### src/hdl/bps_pkg.sv
// Shared types and operation codes of the beep pattern sequencer.
// Depends on nothing; used by the core, the segment store and the top level.
package bps_pkg;

    // Operation codes of an input item.
    localparam logic [2:0] OP_TICK    = 3'd0;
    localparam logic [2:0] OP_LOAD    = 3'd1;
    localparam logic [2:0] OP_START   = 3'd2;
    localparam logic [2:0] OP_CONT_ON = 3'd3;
    localparam logic [2:0] OP_STOP    = 3'd4;

    // Fixed field widths.
    localparam int OP_W   = 3;
    localparam int SLOT_W = 4;
    localparam int DUR_W  = 16;
    localparam int LEN_W  = 8;
    localparam int SEG_W  = 5;

    typedef logic [OP_W-1:0]   t_op;
    typedef logic [SLOT_W-1:0] t_slot;
    typedef logic [DUR_W-1:0]  t_dur;
    typedef logic [LEN_W-1:0]  t_len;

    // Write request from the core to the segment store.
    typedef struct packed {
        logic  we;
        t_slot slot;
        t_dur  data;
    } t_store_wr;

endpackage

### src/hdl/bps_store.sv
// Segment duration store with per-entry valid bits and a registered read port.
// Depends on bps_pkg for the write request type.
module bps_store #(
    parameter int SEGMENT_DEPTH = 16,
    parameter int POS_W         = 5
) (
    input  logic              i_clk,
    input  logic              i_rst_n,
    input  bps_pkg::t_store_wr i_wr,
    input  logic [POS_W-1:0]  i_rd_pos,
    output bps_pkg::t_dur     o_limit
);
    import bps_pkg::*;

    localparam int AW = (SEGMENT_DEPTH > 1) ? $clog2(SEGMENT_DEPTH) : 1;

    t_dur                     r_mem [SEGMENT_DEPTH];
    logic [SEGMENT_DEPTH-1:0] r_vld;
    t_dur                     r_rd_data;
    t_dur                     r_fwd_data;
    logic                     r_sel_fwd;
    logic                     r_sel_zero;

    logic [AW-1:0] w_wr_addr;
    logic [AW-1:0] w_rd_addr;
    logic          w_rd_in_range;
    logic          w_hit;

    assign w_wr_addr     = AW'(i_wr.slot);
    assign w_rd_addr     = AW'(i_rd_pos);
    assign w_rd_in_range = (32'(i_rd_pos) < SEGMENT_DEPTH);
    assign w_hit         = i_wr.we && w_rd_in_range && (w_wr_addr == w_rd_addr);

    // Storage array; the write request is already limited to slots in range.
    always_ff @(posedge i_clk) begin
        if (i_wr.we) begin
            r_mem[w_wr_addr] <= i_wr.data;
        end
        r_rd_data  <= r_mem[w_rd_addr];
        r_fwd_data <= i_wr.data;
    end

    // Valid bits stand in for clearing the array at reset.
    always_ff @(posedge i_clk) begin
        if (!i_rst_n) begin
            r_vld <= '0;
        end else if (i_wr.we) begin
            r_vld[w_wr_addr] <= 1'b1;
        end
    end

    // Read selection: forward a same-cycle write, else zero for empty or out of range.
    always_ff @(posedge i_clk) begin
        if (!i_rst_n) begin
            r_sel_fwd  <= 1'b0;
            r_sel_zero <= 1'b1;
        end else begin
            r_sel_fwd  <= w_hit;
            r_sel_zero <= !w_rd_in_range || (!w_hit && !r_vld[w_rd_addr]);
        end
    end

    assign o_limit = r_sel_zero ? '0 : (r_sel_fwd ? r_fwd_data : r_rd_data);

endmodule

### src/hdl/bps_core.sv
// Pattern state registers and the per-item update logic.
// Depends on bps_pkg for operation codes and the store write request.
module bps_core #(
    parameter int SEGMENT_DEPTH = 16,
    parameter int POS_W         = 5
) (
    input  logic               i_clk,
    input  logic               i_rst_n,
    input  logic               i_advance,
    input  bps_pkg::t_op       i_operation,
    input  bps_pkg::t_slot     i_segment_slot,
    input  bps_pkg::t_dur      i_segment_duration,
    input  bps_pkg::t_len      i_pattern_length,
    input  bps_pkg::t_dur      i_limit,
    output bps_pkg::t_store_wr o_store_wr,
    output logic [POS_W-1:0]   o_next_pos,
    output logic               o_drive,
    output logic               o_playing,
    output logic [POS_W-1:0]   o_pos
);
    import bps_pkg::*;

    logic [POS_W-1:0] r_total;
    logic [POS_W-1:0] r_pos;
    t_dur             r_elapsed;
    logic             r_playing;
    logic             r_drive;

    logic [POS_W-1:0] n_total;
    logic [POS_W-1:0] n_pos;
    t_dur             n_elapsed;
    logic             n_playing;
    logic             n_drive;

    t_dur             w_elapsed_inc;
    logic [POS_W-1:0] w_pos_inc;

    assign w_elapsed_inc = (r_elapsed == '1) ? r_elapsed : r_elapsed + 1'b1;
    assign w_pos_inc     = r_pos + 1'b1;

    // Next state and store write for the item in the input register.
    always_comb begin
        n_total    = r_total;
        n_pos      = r_pos;
        n_elapsed  = r_elapsed;
        n_playing  = r_playing;
        n_drive    = r_drive;
        o_store_wr = '{we: 1'b0, slot: i_segment_slot, data: i_segment_duration};
        if (i_advance) begin
            unique case (i_operation)
                OP_TICK: begin
                    n_elapsed = w_elapsed_inc;
                    if (r_playing && (w_elapsed_inc >= i_limit)) begin
                        n_pos     = w_pos_inc;
                        n_elapsed = '0;
                        if (w_pos_inc >= r_total) begin
                            n_playing = 1'b0;
                            n_drive   = 1'b0;
                        end else begin
                            n_drive = !w_pos_inc[0];
                        end
                    end
                end
                OP_LOAD: begin
                    o_store_wr.we = (32'(i_segment_slot) < SEGMENT_DEPTH);
                end
                OP_START: begin
                    n_total   = (32'(i_pattern_length) < SEGMENT_DEPTH) ?
                                POS_W'(i_pattern_length) : POS_W'(SEGMENT_DEPTH);
                    n_pos     = '0;
                    n_elapsed = '0;
                    n_playing = 1'b1;
                    n_drive   = 1'b1;
                end
                OP_CONT_ON: begin
                    n_playing = 1'b0;
                    n_drive   = 1'b1;
                end
                OP_STOP: begin
                    n_playing = 1'b0;
                    n_drive   = 1'b0;
                end
                default: begin
                end
            endcase
        end
    end

    // State registers, which also hold the result shown on the output.
    always_ff @(posedge i_clk) begin
        if (!i_rst_n) begin
            r_total   <= '0;
            r_pos     <= '0;
            r_elapsed <= '0;
            r_playing <= 1'b0;
            r_drive   <= 1'b0;
        end else begin
            r_total   <= n_total;
            r_pos     <= n_pos;
            r_elapsed <= n_elapsed;
            r_playing <= n_playing;
            r_drive   <= n_drive;
        end
    end

    assign o_next_pos = n_pos;
    assign o_drive    = r_drive;
    assign o_playing  = r_playing;
    assign o_pos      = r_pos;

endmodule

### src/hdl/beep_pattern_sequencer.sv
// Top level of the beep pattern sequencer: input register, handshakes, core and store.
// Depends on bps_pkg, bps_core and bps_store.
//
//   channel | direction | handshake              | payload
//   in      | input     | i_in_valid, o_in_stall | i_operation, i_segment_slot,
//           |           |                        | i_segment_duration, i_pattern_length
//   out     | output    | o_out_valid, i_out_stall | o_buzzer_on, o_pattern_active,
//           |           |                        | o_current_segment
//
// One item per cycle sustained while no output stall holds it; a result is offered once its item
// has passed the input register and then the state and result valid registers.
// The store is read ahead at the next segment position, so each tick compares against
// a registered duration.
// Reset clears all control state and the store valid bits.
// An output stall holds the result; the input stalls only when its register is also full.
module beep_pattern_sequencer #(
    parameter int SEGMENT_DEPTH = 16
) (
    input  logic                 i_clk,
    input  logic                 i_rst_n,
    input  logic                 i_in_valid,
    output logic                 o_in_stall,
    input  bps_pkg::t_op         i_operation,
    input  bps_pkg::t_slot       i_segment_slot,
    input  bps_pkg::t_dur        i_segment_duration,
    input  bps_pkg::t_len        i_pattern_length,
    output logic                 o_out_valid,
    input  logic                 i_out_stall,
    output logic                 o_buzzer_on,
    output logic                 o_pattern_active,
    output logic [bps_pkg::SEG_W-1:0] o_current_segment
);
    import bps_pkg::*;

    localparam int POS_W = $clog2(SEGMENT_DEPTH + 1);

    logic  r_in_valid;
    t_op   r_op;
    t_slot r_slot;
    t_dur  r_dur;
    t_len  r_len;
    logic  r_out_valid;

    logic             w_accept;
    logic             w_advance;
    t_store_wr        w_store_wr;
    t_dur             w_limit;
    logic [POS_W-1:0] w_next_pos;
    logic [POS_W-1:0] w_pos;
    logic [POS_W+SEG_W-1:0] w_pos_ext;

    // The held item moves on when the result slot is free or being taken.
    assign w_advance  = r_in_valid && (!r_out_valid || !i_out_stall);
    assign o_in_stall = r_in_valid && !w_advance;
    assign w_accept   = i_in_valid && !o_in_stall;

    // Input register.
    always_ff @(posedge i_clk) begin
        if (!i_rst_n) begin
            r_in_valid <= 1'b0;
        end else if (w_accept) begin
            r_in_valid <= 1'b1;
        end else if (w_advance) begin
            r_in_valid <= 1'b0;
        end
    end

    always_ff @(posedge i_clk) begin
        if (w_accept) begin
            r_op   <= i_operation;
            r_slot <= i_segment_slot;
            r_dur  <= i_segment_duration;
            r_len  <= i_pattern_length;
        end
    end

    // Result valid flag; the result payload is the core state itself.
    always_ff @(posedge i_clk) begin
        if (!i_rst_n) begin
            r_out_valid <= 1'b0;
        end else if (w_advance) begin
            r_out_valid <= 1'b1;
        end else if (!i_out_stall) begin
            r_out_valid <= 1'b0;
        end
    end

    bps_core #(
        .SEGMENT_DEPTH (SEGMENT_DEPTH),
        .POS_W         (POS_W)
    ) u_core (
        .i_clk              (i_clk),
        .i_rst_n            (i_rst_n),
        .i_advance          (w_advance),
        .i_operation        (r_op),
        .i_segment_slot     (r_slot),
        .i_segment_duration (r_dur),
        .i_pattern_length   (r_len),
        .i_limit            (w_limit),
        .o_store_wr         (w_store_wr),
        .o_next_pos         (w_next_pos),
        .o_drive            (o_buzzer_on),
        .o_playing          (o_pattern_active),
        .o_pos              (w_pos)
    );

    bps_store #(
        .SEGMENT_DEPTH (SEGMENT_DEPTH),
        .POS_W         (POS_W)
    ) u_store (
        .i_clk    (i_clk),
        .i_rst_n  (i_rst_n),
        .i_wr     (w_store_wr),
        .i_rd_pos (w_next_pos),
        .o_limit  (w_limit)
    );

    // The reported position keeps its low five bits.
    assign w_pos_ext         = {{SEG_W{1'b0}}, w_pos};
    assign o_current_segment = w_pos_ext[SEG_W-1:0];
    assign o_out_valid       = r_out_valid;

endmodule

### config.mk
export PLATFORM = sky130hd
export DESIGN_NAME = beep_pattern_sequencer
export DESIGN_NICKNAME = d
export VERILOG_FILES = /design/src/hdl/bps_pkg.sv /design/src/hdl/bps_store.sv /design/src/hdl/bps_core.sv /design/src/hdl/beep_pattern_sequencer.sv
export SDC_FILE = /design/constraint.sdc
export NUM_CORES = 1
export LEC_CHECK = 0
export ABC_AREA = 1
export BUFFER_PORTS_ARGS = -buffer_cell sky130_fd_sc_hd__buf_4
export CORE_ASPECT_RATIO = 1.5
export CORE_UTILIZATION = 58
export DETAILED_ROUTE_END_ITERATION = 12
export GPL_TIMING_DRIVEN = 0
export PLACE_DENSITY = 0.75
export SYNTH_ARGS = -nofsm -noshare
export SYNTH_HDL_FRONTEND = slang
export SYNTH_SLANG_ARGS = --single-unit
### constraint.sdc
create_clock -name i_clk -period 4.9 [get_ports i_clk]
set_input_delay 0.49 -clock i_clk [delete_from_list [all_inputs] [get_ports i_clk]]
set_output_delay 0.49 -clock i_clk [all_outputs]
set_load 0.03 [all_outputs]
==> impl_results.md <==
* DR WL/cell at a little over 20 µm
* FF-to-FF Start: u_core.r_elapsed[1]
* Final worst path period share at 0.9195
* Area of the multi-input gates at ~4300 µm²
* Most frequent cells in the layout: edfxtp_1 (287), inv_1 (189), nand2_1 (185), nand3_1 (121), nor2_1 (95)
* Final Hold Vio Count at 0
* Worst Skew at about 0.012 ns
* Fin cells at approximately 1800
* Total congestion overflow at 0
* Dpl ws at 0.2413 ns
* First DRT Iteration DRCs at around 820
* FF/Latch Area at just over 10000 µm²
* I/O pin count at 44
* Hold slack at between 0.1 and 0.15 ns
* Main synth FF type: edfxtp_1
* Clock transition at path regs at 0.06 ns
* Final slew viol count at 0
* Detail Route Antenna Nets at 0
* Hold buffer count at cts at 0
* Area grow syn2layout at 13.96%
* CP arrival at between 4 and 5 ns
* Final WS setup at between 0.3 and 0.4 ns
* Initial Utilization at 0.5905
* HP Class: in2reg
* Peak supply drop at slightly above 300 µV
* Root buf cell: clkbuf_16
* Via count at roughly 11000
* FFs w/ async S/R, synth at 0
* Post-synth EDFFs at between 200 and 300
* Nets at roughly 1500
* Antenna diodes at 0
* Share of layout cells above drive strength 1 at 0.1691
* Number of gates resized after cts at 0
* Core area at between 20000 and 30000 µm²
* Die height at around 200 µm
* Synth unique cells at 43
* Later-pin clock latency in the skew report at ~0.52 ns
* Drt total wl at between 30000 and 40000 µm
* Area of the die at about 28000 µm²
* Outcome: complete, no violations
* Yosys reg bits at 367
* Commonest non-fill, non-tap cell in the layout: edfxtp_1
* Critical-path maximum fanout at 10
* Crit path kind: reg2reg
* Placed Cells at ~1800
* Synthesized Nets at 1444
* # port buffers at 43
* # setup viols final at 0
* Worst setup EP type: flop
* Leakage power at a little under 0.007 µW
* MaxCap Viol Count at 0
* Setup crit start: u_core.r_elapsed[1]
* Post-CTS Setup Bufs at 0
* Number of synthesis warnings at 0
* Synthesized area per cell at ~11 µm²
* CTS max path bufs at 3
* Final Core Density at 0.6729
* CP required at around 5.3 ns
* DRC at 0
* First-pass GRT wire length at ~58000 µm
* Largest net degree at the start of global routing at 32
* Drt via density at around 5.8
* HP Start: i_segment_duration[14]
* GR Util All Layers at 0.2873
* PwrDens at 345.6 nW/µm²
* 1st-pass router iterations at 5
* Worst-Margin Slew at between 0.7 and 0.8 ns
* Initial antenna violation count at 0
* TritonCTS Buffers at 35
* Crit path top cell by count: nand3_1
* Share of the yosys chip area belonging to registers at 0.6534
* TNS Setup at 0 ns
* Core Rows at 73
* Slowest stage delay, CP at 0.44 ns
* Unrepaired setup endpoints after global routing: no
* Clock sink total at 367
* TritonCTS clock tree: built
* H-tree level count at 2
* Fmax at between 200 and 250 MHz
* Slowest CP cell: buf_2
* Slew headroom at 0.4768
* HPWL Detailed at 26600 µm
* Synth Instances at 1386
* RD Place Congestion at 0.8801
* Vias in the first global route at around 11000
* Post-synthesis instance area at between 15000 and 20000 µm²
* Post-route minimum period at between 4 and 5 ns
* Crit-path cells: ha_1 > inv_1 > nor2_1 > nand4_1 > nor2_1 > nand2_1 > nor2_2 > nor3_1 > nand3_1 > xnor2_1 > ha_1 > a21oi_1 > o21ai_1 > a21oi_2 > nand2_4 > nand2_4 > clkinv_1 > o21ai_2 > buf_2 > nand3_1 > nand3_1 > nand2_1
* Die X at approximately 140 µm
* Filler cells at ~1900
* Startpoint types: flop
## Yosys cell counts, types with 2 or more instances
cell type  count  area (µm²)
nand2_1      185       694.4
dfxtp_1       80        1602
o211ai_2      30       375.4
ha_1          23       287.8
a21oi_2       28       245.2
buf_4          3       22.52
a21oi_1       72       360.4
nor2_1       112       420.4
inv_2          5       18.77
inv_1        190       713.2
nand3_2        3       30.03
nand4_1       12       75.07
clkbuf_1      15       56.30
buf_2         25       125.1
nand3_1      121       605.6
edfxtp_1     287        8618
o21ai_1       61       305.3
o21ai_0       27       135.1
xor2_1        11       96.34
xnor2_1        5       43.79
nor3_1         8       40.04
nand2_4        4       45.04
o211ai_1      34       255.2
buf_6         23       259.0
a22oi_1        3       22.52
o21a_1         2       15.01
## stage by stage
step | power [µW] | area, µm²
after floorplan | 3520 | 15640
after CTS | 6174 | 17780
final | 6160 | 17820
after detailed placement | 3584 | 16680
after global placement | 3577 | 16380
after global routing | 6294 | 17820
## worst max-delay path: cells and delay by family, from the launching register on
family	cells	cell delay, ns
simple gates	12	1.87
compound gates	4	0.86
buf+inv	3	0.60
fa+ha+maj	2	0.48
flops	1	0.37
xor+xnor	1	0.19
## state kept, by name, indices dropped and copies added (netlist names), 5 cells and up
signal              cells
u_core.r_elapsed       16
r_len                   8
u_store.r_vld          16
u_core.o_pos            5
u_store.r_rd_data      16
u_store.r_mem         256
r_dur                  16
u_core.r_total          5
u_store.r_fwd_data     16
## routing by layer
layer	vias to the layer above	wire (µm)	global-route usage
li1	4967	-	-
met2	458	20100	0.5140
met1	5092	13900	0.3219
met3	134	2369	0.04295
met5	-	0	0
met4	0	1974	0.1607
## final timing paths
path / endpoint / cells after the start / slack, ns
max: u_store.r_rd_data[10] / 22 / 0.39
min: r_dur[14] / 1 / 0.14
max reg2reg: u_store.r_rd_data[10] / 22 / 0.39
min reg2reg: u_store.r_vld[4] / 2 / 0.47
## kinds of logic (layout without fill, tap and decap cells)
group | Yosys count | after routing | share of synthesized area
compound gates | 264 | 264 | 0.1143
flops | 367 | 367 | 0.6534
buf+inv | 262 | 384 | 0.07664
fa+ha+maj | 23 | 23 | 0.01840
simple gates | 454 | 454 | 0.1282
xor+xnor | 16 | 16 | 0.008960
## layout make-up
type	count	area share
sequential	367	0.5734
clock buffer	49	0.05560
buffer	66	0.02611
timing repair buffer	60	0.03384
tap	337	0.02366
inverter	196	0.04128
clock inverter	13	0.006458
multi-input combinational	757	0.2397
## report_power, final
| part | switching (µW) | internal (µW) | leakage (µW) |
|---|---|---|---|
| Clock | 1120 | 1520 | 0.000540 |
| Sequential | 46.8 | 3380 | 0.00326 |
| Combinational | 54.5 | 35.2 | 0.00308 |
No activity file was read; power rests on OpenSTA's default activity.
